[src/hw/rtl/copm_pkg.sv]
// copm_pkg: shared types and constants for the cursor outline/premultiply block.
// Used by copm_cell, copm_outbuf and cursor_outline_premultiply.
package copm_pkg;

  localparam int unsigned DEF_MAX_WIDTH  = 64;
  localparam int unsigned DEF_MAX_HEIGHT = 1024;

  localparam int unsigned PIX_W     = 32;
  localparam int unsigned CFG_DW    = 11;
  localparam int unsigned CFG_IW    = 2;
  localparam int unsigned WIDTH_RST = 32;
  localparam int unsigned HEIGHT_RST = 32;

  localparam logic [CFG_IW-1:0] CFG_WIDTH   = 2'd0;
  localparam logic [CFG_IW-1:0] CFG_HEIGHT  = 2'd1;
  localparam logic [CFG_IW-1:0] CFG_OUTLINE = 2'd2;

  localparam logic REQ_PIXEL = 1'b0;
  localparam logic REQ_DRAIN = 1'b1;

  localparam logic [PIX_W-1:0] OPAQUE_BLACK = 32'hff00_0000;
  localparam logic [PIX_W-1:0] OPAQUE_WHITE = 32'hffff_ffff;

  typedef struct packed {
    logic clear;
    logic shift;
    logic load;
    logic tail;
  } cell_ctrl_t;

  typedef struct packed {
    logic [PIX_W-1:0] pixel;
    logic             last;
  } res_t;

endpackage

[src/hw/rtl/copm_cell.sv]
// copm_cell: one stage of the pending-pixel window and the above-row flag line.
// Depends on copm_pkg.
module copm_cell (
  input  logic                     clk,
  input  logic                     rst_n,
  input  copm_pkg::cell_ctrl_t     ctrl,
  input  logic [copm_pkg::PIX_W-1:0] in_pix,
  input  logic                     new_flag,
  input  logic [copm_pkg::PIX_W-1:0] nbr_pix,
  input  logic                     nbr_flag,
  output logic [copm_pkg::PIX_W-1:0] pix,
  output logic                     flag
);
  import copm_pkg::*;

  logic [PIX_W-1:0] pix_r, pix_nxt;
  logic             flag_r, flag_nxt;

  always_comb begin
    if (ctrl.load) begin
      pix_nxt = in_pix;
    end else if (ctrl.shift) begin
      pix_nxt = nbr_pix;
    end else begin
      pix_nxt = pix_r;
    end

    if (ctrl.clear) begin
      flag_nxt = 1'b0;
    end else if (ctrl.shift) begin
      flag_nxt = ctrl.tail ? new_flag : nbr_flag;
    end else begin
      flag_nxt = flag_r;
    end
  end

  always_ff @(posedge clk) begin
    pix_r <= pix_nxt;
  end

  always_ff @(posedge clk) begin
    if (!rst_n) begin
      flag_r <= 1'b0;
    end else begin
      flag_r <= flag_nxt;
    end
  end

  assign pix  = pix_r;
  assign flag = flag_r;

endmodule

[src/hw/rtl/copm_outbuf.sv]
// copm_outbuf: output register plus one skid stage for the result channel.
// Depends on copm_pkg.
module copm_outbuf (
  input  logic                       clk,
  input  logic                       rst_n,
  input  logic                       res_valid,
  input  copm_pkg::res_t             res,
  output logic                       up_stall,
  output logic                       out_valid,
  input  logic                       out_stall,
  output logic [copm_pkg::PIX_W-1:0] out_pixel,
  output logic                       out_last
);
  import copm_pkg::*;

  logic out_v_r, out_v_nxt;
  logic skid_v_r, skid_v_nxt;
  res_t out_d_r, out_d_nxt;
  res_t skid_d_r, skid_d_nxt;
  logic take;

  always_comb begin
    take       = !out_v_r || !out_stall;
    out_v_nxt  = out_v_r;
    out_d_nxt  = out_d_r;
    skid_v_nxt = skid_v_r;
    skid_d_nxt = skid_d_r;
    if (take) begin
      if (skid_v_r) begin
        out_v_nxt  = 1'b1;
        out_d_nxt  = skid_d_r;
        skid_v_nxt = 1'b0;
      end else begin
        out_v_nxt = res_valid;
        out_d_nxt = res;
      end
    end else if (res_valid) begin
      skid_v_nxt = 1'b1;
      skid_d_nxt = res;
    end
  end

  always_ff @(posedge clk) begin
    if (!rst_n) begin
      out_v_r  <= 1'b0;
      skid_v_r <= 1'b0;
    end else begin
      out_v_r  <= out_v_nxt;
      skid_v_r <= skid_v_nxt;
    end
  end

  always_ff @(posedge clk) begin
    out_d_r  <= out_d_nxt;
    skid_d_r <= skid_d_nxt;
  end

  assign up_stall  = skid_v_r;
  assign out_valid = out_v_r;
  assign out_pixel = out_d_r.pixel;
  assign out_last  = out_d_r.last;

  a_skid_behind_out: assert property (@(posedge clk) disable iff (!rst_n)
    skid_v_r |-> out_v_r)
    else $error("skid holds a beat while output register is empty");

endmodule

[src/hw/rtl/cursor_outline_premultiply.sv]
// cursor_outline_premultiply: four-neighbor outline and alpha premultiply, top level.
// Depends on copm_pkg, copm_cell, copm_outbuf.
//
//   channel | ports                                   | beat
//   in      | in_valid, in_stall, in_req_type, in_pixel_in | pixel or drain item
//   out     | out_valid, out_stall, out_pixel_out, out_last_pixel | one result pixel
//   cfg     | cfg_wr_en, cfg_index, cfg_wdata          | register write
//
// One input beat per cycle while in_stall is low; a result goes into the output register,
// or into the skid stage behind a stalled output, on the beat that releases it. Pixels
// are held in a chain of MAX_WIDTH cells, so a pixel is released by the beat one row
// after it, or by a drain beat. Reset is synchronous; no clearing pass. in_stall rises
// only while the skid stage holds a beat behind a stalled output register.
module cursor_outline_premultiply #(
  parameter int unsigned MAX_WIDTH  = copm_pkg::DEF_MAX_WIDTH,
  parameter int unsigned MAX_HEIGHT = copm_pkg::DEF_MAX_HEIGHT
) (
  input  logic                        clk,
  input  logic                        rst_n,
  input  logic                        cfg_wr_en,
  input  logic [copm_pkg::CFG_IW-1:0] cfg_index,
  input  logic [copm_pkg::CFG_DW-1:0] cfg_wdata,
  input  logic                        in_valid,
  output logic                        in_stall,
  input  logic                        in_req_type,
  input  logic [copm_pkg::PIX_W-1:0]  in_pixel_in,
  output logic                        out_valid,
  input  logic                        out_stall,
  output logic [copm_pkg::PIX_W-1:0]  out_pixel_out,
  output logic                        out_last_pixel
);
  import copm_pkg::*;

  localparam int unsigned WB = $clog2(MAX_WIDTH + 1);
  localparam int unsigned HB = $clog2(MAX_HEIGHT + 1);
  localparam int unsigned CB = $clog2(MAX_WIDTH);
  localparam int unsigned RB = $clog2(MAX_HEIGHT);
  localparam int unsigned EW_RST = (WIDTH_RST > MAX_WIDTH) ? MAX_WIDTH : WIDTH_RST;
  localparam int unsigned EH_RST = (HEIGHT_RST > MAX_HEIGHT) ? MAX_HEIGHT : HEIGHT_RST;

  function automatic logic [7:0] scale_byte(input logic [7:0] c, input logic [7:0] a);
    logic [15:0] prod;
    logic [16:0] sum;
    prod = c * a;
    sum  = {1'b0, prod} + {9'd0, prod[15:8]} + 17'd1;
    return sum[15:8];
  endfunction

  // configuration (held as effective values)
  logic [WB-1:0] ew_r;
  logic [HB-1:0] eh_r;
  logic          outl_en_r;

  // stream position
  logic [CB-1:0] in_col_r, out_col_r;
  logic [RB-1:0] in_row_r, out_row_r;
  logic          frame_done_r;
  logic [WB-1:0] cnt_r, cnt_nxt;
  logic          prev_black_r;

  logic [PIX_W-1:0] cell_pix  [MAX_WIDTH];
  logic             cell_flag [MAX_WIDTH];
  cell_ctrl_t       cell_ctrl [MAX_WIDTH];

  logic          acc, pix_acc, pix_emit, drn_emit, emit, cfg_hit, restart;
  logic          last, at_row_end, at_col_end;
  logic [WB-1:0] load_pos;
  logic [PIX_W-1:0] cur, outl_pix;
  logic          cur_black, up_ok, left_ok, right_ok, down_ok;
  res_t          res;

  always_comb begin
    acc      = in_valid && !in_stall;
    pix_acc  = acc && (in_req_type == REQ_PIXEL) && !frame_done_r;
    pix_emit = pix_acc && (cnt_r == ew_r);
    drn_emit = acc && (in_req_type == REQ_DRAIN) && (cnt_r != '0);
    emit     = pix_emit || drn_emit;
    cfg_hit  = cfg_wr_en && ((cfg_index == CFG_WIDTH) || (cfg_index == CFG_HEIGHT) ||
                             (cfg_index == CFG_OUTLINE));

    at_col_end = (WB'(out_col_r) == ew_r - WB'(1));
    at_row_end = (HB'(out_row_r) == eh_r - HB'(1));
    last       = at_col_end && at_row_end;
    restart    = cfg_hit || (emit && last);

    cur       = cell_pix[0];
    cur_black = (cur == OPAQUE_BLACK);
    up_ok     = (out_row_r != '0) && cell_flag[0];
    left_ok   = (out_col_r != '0) && prev_black_r;
    right_ok  = (WB'(out_col_r) + WB'(1) < ew_r) && (pix_emit || (cnt_r > WB'(1))) &&
                (cell_pix[1] == OPAQUE_BLACK);
    down_ok   = pix_emit && (HB'(out_row_r) + HB'(1) < eh_r) && (in_pixel_in == OPAQUE_BLACK);

    if (outl_en_r && (cur == '0) && (up_ok || left_ok || right_ok || down_ok)) begin
      outl_pix = OPAQUE_WHITE;
    end else begin
      outl_pix = cur;
    end

    res.pixel = {outl_pix[31:24],
                 scale_byte(outl_pix[23:16], outl_pix[31:24]),
                 scale_byte(outl_pix[15:8],  outl_pix[31:24]),
                 scale_byte(outl_pix[7:0],   outl_pix[31:24])};
    res.last  = last;

    load_pos = emit ? (cnt_r - WB'(1)) : cnt_r;

    if (restart) begin
      cnt_nxt = '0;
    end else begin
      cnt_nxt = cnt_r + WB'(pix_acc) - WB'(emit);
    end
  end

  // configuration registers
  always_ff @(posedge clk) begin
    if (!rst_n) begin
      ew_r      <= WB'(EW_RST);
      eh_r      <= HB'(EH_RST);
      outl_en_r <= 1'b1;
    end else if (cfg_wr_en) begin
      unique case (cfg_index)
        CFG_WIDTH: begin
          if (cfg_wdata[6:0] == '0) begin
            ew_r <= WB'(1);
          end else if (int'(cfg_wdata[6:0]) > int'(MAX_WIDTH)) begin
            ew_r <= WB'(MAX_WIDTH);
          end else begin
            ew_r <= WB'(cfg_wdata[6:0]);
          end
        end
        CFG_HEIGHT: begin
          if (cfg_wdata == '0) begin
            eh_r <= HB'(1);
          end else if (int'(cfg_wdata) > int'(MAX_HEIGHT)) begin
            eh_r <= HB'(MAX_HEIGHT);
          end else begin
            eh_r <= HB'(cfg_wdata);
          end
        end
        CFG_OUTLINE: outl_en_r <= cfg_wdata[0];
        default: ;
      endcase
    end
  end

  // stream counters
  always_ff @(posedge clk) begin
    if (!rst_n) begin
      in_col_r     <= '0;
      in_row_r     <= '0;
      out_col_r    <= '0;
      out_row_r    <= '0;
      frame_done_r <= 1'b0;
      cnt_r        <= '0;
      prev_black_r <= 1'b0;
    end else begin
      cnt_r <= cnt_nxt;
      if (restart) begin
        in_col_r     <= '0;
        in_row_r     <= '0;
        out_col_r    <= '0;
        out_row_r    <= '0;
        frame_done_r <= 1'b0;
      end else begin
        if (pix_acc) begin
          if (WB'(in_col_r) == ew_r - WB'(1)) begin
            in_col_r <= '0;
            if (HB'(in_row_r) == eh_r - HB'(1)) begin
              in_row_r     <= '0;
              frame_done_r <= 1'b1;
            end else begin
              in_row_r <= in_row_r + RB'(1);
            end
          end else begin
            in_col_r <= in_col_r + CB'(1);
          end
        end
        if (emit) begin
          prev_black_r <= cur_black;
          if (at_col_end) begin
            out_col_r <= '0;
            out_row_r <= out_row_r + RB'(1);
          end else begin
            out_col_r <= out_col_r + CB'(1);
          end
        end
      end
    end
  end

  // cell chain: cell 0 holds the oldest pending pixel and the flag for out_col
  for (genvar k = 0; k < MAX_WIDTH; k++) begin : g_cell
    logic [PIX_W-1:0] nbr_pix;
    logic             nbr_flag;

    if (k == MAX_WIDTH - 1) begin : g_end
      assign nbr_pix  = '0;
      assign nbr_flag = 1'b0;
    end else begin : g_mid
      assign nbr_pix  = cell_pix[k+1];
      assign nbr_flag = cell_flag[k+1];
    end

    always_comb begin
      cell_ctrl[k].clear = restart;
      cell_ctrl[k].shift = emit;
      cell_ctrl[k].load  = pix_acc && (load_pos == WB'(k));
      cell_ctrl[k].tail  = (WB'(k) == ew_r - WB'(1));
    end

    copm_cell u_cell (
      .clk      (clk),
      .rst_n    (rst_n),
      .ctrl     (cell_ctrl[k]),
      .in_pix   (in_pixel_in),
      .new_flag (cur_black),
      .nbr_pix  (nbr_pix),
      .nbr_flag (nbr_flag),
      .pix      (cell_pix[k]),
      .flag     (cell_flag[k])
    );
  end

  copm_outbuf u_outbuf (
    .clk       (clk),
    .rst_n     (rst_n),
    .res_valid (emit),
    .res       (res),
    .up_stall  (in_stall),
    .out_valid (out_valid),
    .out_stall (out_stall),
    .out_pixel (out_pixel_out),
    .out_last  (out_last_pixel)
  );

  a_cnt_bound: assert property (@(posedge clk) disable iff (!rst_n)
    cnt_r <= ew_r)
    else $error("pending pixel count exceeds image width");

  a_done_pending: assert property (@(posedge clk) disable iff (!rst_n)
    frame_done_r |-> (cnt_r != '0) && (in_col_r == '0) && (in_row_r == '0))
    else $error("frame received but nothing pending");

  a_last_restart: assert property (@(posedge clk) disable iff (!rst_n)
    (emit && last) |=> (cnt_r == '0) && !frame_done_r && (out_col_r == '0))
    else $error("stream not restarted after last pixel");

  a_out_col: assert property (@(posedge clk) disable iff (!rst_n)
    WB'(out_col_r) < ew_r)
    else $error("output column out of range");

endmodule

[config.mk]
export PLATFORM = sky130hd
export DESIGN_NAME = cursor_outline_premultiply
export DESIGN_NICKNAME = d
export VERILOG_FILES = /design/src/hw/rtl/copm_pkg.sv /design/src/hw/rtl/copm_cell.sv /design/src/hw/rtl/copm_outbuf.sv /design/src/hw/rtl/cursor_outline_premultiply.sv
export SDC_FILE = /design/constraint.sdc
export NUM_CORES = 2
export LEC_CHECK = 0
export BUFFER_PORTS_ARGS = -buffer_cell sky130_fd_sc_hd__buf_2
export CAP_MARGIN = 20
export CORE_MARGIN = 10
export CORE_UTILIZATION = 50
export CTS_CLUSTER_DIAMETER = 30
export DETAILED_ROUTE_END_ITERATION = 7
export GPL_TIMING_DRIVEN = 0
export PLACE_DENSITY_LB_ADDON = 0.2
export SYNTH_ARGS = -nofsm -noshare
export SYNTH_HDL_FRONTEND = slang
export SYNTH_HIERARCHICAL = 1
export SYNTH_SLANG_ARGS = --single-unit
[constraint.sdc]
create_clock -name clk -period 8.35 [get_ports clk]
set_input_delay 0 -clock clk [delete_from_list [all_inputs] [get_ports clk]]
set_output_delay 0 -clock clk [all_outputs]
set_load 0.05 [all_outputs]
==> results.yml <==
placement:
  routabilityCongestion: 0.836
  dp_hpwl_mm: 155
  place_ws_ns: -2.37
  portBuffers: 85
synthesis:
  yosysSeqAreaShare_pct: 56.9
  yosysWarningCount: 6
  synth_edf_count: 2114
  synth_area_leaders: "edfxtp_1, mux2_4, buf_12"
  synthFlopType: "edfxtp_1"
  ys_async_sr_fraction_pct: 0
  syn_area_sq_mm: 0.116
  ys_types: 84
  yosys.area.top_type: "edfxtp_1"
  ys_ff_latch: 2240
  syn-instance-count: 6758
  yosys.area.top_type_share_pct: 54.7
  synth.avg_cell_area_sq_um: 17.2
final_layout:
  most-common-layout-cells: "edfxtp_1, mux2_4, clkbuf_16, nand2_1, nor2_1"
  fillers: 16500
  nNetsFinal: 7871
  drive_gt1_share_pct: 45.5
  area_delta_synth_final_pct: 20.8
  layout_commonest_cell: "edfxtp_1"
sta:
  hold_viol: 0
  layout_worst_path_cycle_share_pct: 101
  rsz0062_at_grt: "yes"
  relSlewSlack_pct: 21.3
  fin_crit_ns: 8.42
  slew_viol_final: 0
  fin_setup_tns_ns: -0.203
  fin_skew_ns: 0.0951
  worst_pin_slew_ns: 1.18
  layout_setup_ws_ns: -0.0690
  setup_violations: 5
  timing.fmax_mhz: 119
detailed_routing:
  drtPass1Iterations: 7
  drt_wl_total_mm: 244
  viasPerCell: 5.39
  drc: 0
  dr_total_vias: 59000
  wl_per_cell_microns: 22.3
  drt_iter0_markers: 4338
  antenna_left: 0
floorplan:
  start_util_pct: 50.4
  die_w_microns: 502
  die-area_sq_mm: 0.252
  ios: 86
  core-area_sq_mm: 0.230
  core.rowCount: 176
  die_h_microns: 502
flow_run:
  cap_violations: 0
outcome:
  violations: "setup timing"
  outcome: "finished with violations"
setup_path:
  reg2reg_depth: 36
  crit_type: "flip-flop to flip-flop"
  crit_path_top_delay_cell: "fa_1"
  cp-end-kind: "flip-flop"
  cpPeakStageDelay_ns: 0.57
  r2r_end: "u_outbuf/out_pixel[8]"
  cp_max_fo: 6
  crit_start: "out_row_r[0]"
  cp-start-kind: "flip-flop"
  worstPathArrival_ns: 9.09
  cpMostUsedCell: "fa_1"
  regToRegSetupSlack_ns: -0.07
  cp-endpoint: "u_outbuf/out_pixel[8]"
  reg2reg_from: "out_row_r[0]"
  required_ns: 9.02
grt:
  grtUsageMet2_pct: 31.1
  grtUsageMet3_pct: 4.14
  grt_pass1_vias: 62400
  grtUsageTotal_pct: 19.0
  grt_overflow: 0
  use_met1_pct: 25.5
  antenna_found_initial: 7
  top_usage_layer: "met2"
  grt_max_degree: 82
  grt_pass1_wl_mm: 375
power:
  swShare_pct: 33.5
  switching_power_mw: 22.6
  static-leakage-power_nw: 53.2
  share_comb_of_total_power_pct: 45.7
  seq_power_share_pct: 26.4
  p_clk_share_pct: 27.9
  powerDensity_mw_per_mm2: 481
  max-vdd-ir-drop_v: 0.00122
  p_int_mw: 44.8
  total_power_mw: 67.4
cts:
  clock_sinks: 2240
  cts-root-buf: "clkbuf_16"
  cts_buffers: 473
  htreeDepth: 5
  clk_pin_slew_ns: 0.05
  cts_tree: "built"
  clock_latency_ns: 0.97
  cts_buffer_depth: 4
hold_path:
  worstHoldPathCells: 4
  worstHoldPathType: "primary input to flip-flop"
==> layout make-up <==
cell class / instances / area (sq um) / share of cell area, %
diodes: 2 / 5.00 / 0.00357
inverters: 265 / 997 / 0.712
multi-input cells: 3920 / 45100 / 32.2
well taps: 3026 / 3790 / 2.70
plain buffers: 354 / 5180 / 3.69
clock inverters: 317 / 3870 / 2.76
repair buffers: 283 / 2950 / 2.10
flip-flops and latches: 2240 / 66000 / 47.1
clock buffers: 539 / 12200 / 8.70
==> critical path: cells and delay by family (launching register included) <==
kind,cells,cell delay (ns)
fa+ha+maj,7,2.92
flops,1,0.37
mux,1,0.30
compound gates,10,1.77
buf+inv,7,0.72
xor+xnor,3,0.66
simple gates,8,1.37
==> cell families after synthesis <==
logic type | synth area share [%]
buffers and inverters | 5.21
adders and majority gates | 3.76
and+or+nand+nor | 3.94
AOI/OAI and AO/OA | 2.08
muxes | 26.9
xor gates and xnor gates | 1.19
DFF | 56.9
other | 0.00323
==> cells in the mapped netlist, types with 43 or more instances <==
cell type	number
xor2_1	43
a2111oi_2	64
fa_1	109
mux2_4	1885
inv_1	263
or2_2	70
clkbuf_1	82
a21oi_1	86
buf_12	195
nor2_1	300
dfxtp_1	126
buf_6	67
edfxtp_1	2114
ha_1	174
nand2_1	411
mux2i_1	71
mux2_2	196
xnor2_1	109
==> power groups by stage <==
stage | clock network (mW) | registers, mW | logic [mW]
2_1_floorplan | 0 | 17.9 | 18.5
5_1_grt | 19.7 | 18.0 | 33.6
6_report | 18.8 | 17.8 | 30.8
4_1_cts | 19.1 | 17.8 | 26.0
3_3_place_gp | 0 | 17.9 | 23.2
3_5_place_dp | 0 | 18.0 | 23.9
==> sequential cells by signal (all words and copies together), names as in the netlist, 6 cells and up <==
| register | cells |
|---|---|
| eh_r | 11 |
| cnt_r | 7 |
| out_row_r | 10 |
| u_outbuf/skid_d_r | 33 |
| g_cell.u_cell/pix | 2048 |
| in_col_r | 6 |
| out_col_r | 6 |
| in_row_r | 10 |
| ew_r | 7 |
| u_outbuf/out_pixel | 32 |
| g_cell.u_cell/flag | 64 |
==> what timing repair did <==
item,in CTS,in global routing
hold buffers,94,0
pin swaps,34,59
gates cloned,1,1
endpoints found under the setup margin,48,48
resized for setup,127,187
endpoints found under the hold margin,1626,0
setup buffers,25,33
==> through the flow <==
step / cell area [sq um] / cells / util, % / hold WS (ns)
detailed placement: 121000 / 9947 / 52.7 / 0.292
global placement: 120000 / 9901 / 52.2 / 0.279
floorplan: 116000 / 6790 / - / 0.130
global route: 140000 / 10900 / 60.8 / 0.0361
CTS: 139000 / 10900 / 60.4 / 0.00713
finish: 140000 / 10900 / 60.8 / 0.0730
==> per-layer routing <==
metal	routed length, microns	part of all wire [%]
met2	116000	48
met1	107000	44
met5	0	0
met3	15600	6.4
met4	5610	2.3
==> worst min-delay path by stage <==
| stage | start | end | slack, ns |
|---|---|---|---|
| 2_1_floorplan | rst_n | g_cell[0].u_cell/flag | 0.13 |
| 3_3_place_gp | cfg_wdata[5] | eh_r[5] | 0.28 |
| 3_5_place_dp | cfg_wdata[5] | eh_r[5] | 0.29 |
| 4_1_cts | rst_n | g_cell[2].u_cell/flag | 0.007 |
| 5_1_grt | in_pixel_in[2] | g_cell[55].u_cell/pix[2] | 0.04 |
| 6_report | rst_n | g_cell[18].u_cell/flag | 0.07 |
Power figures use the tool's default switching activity.
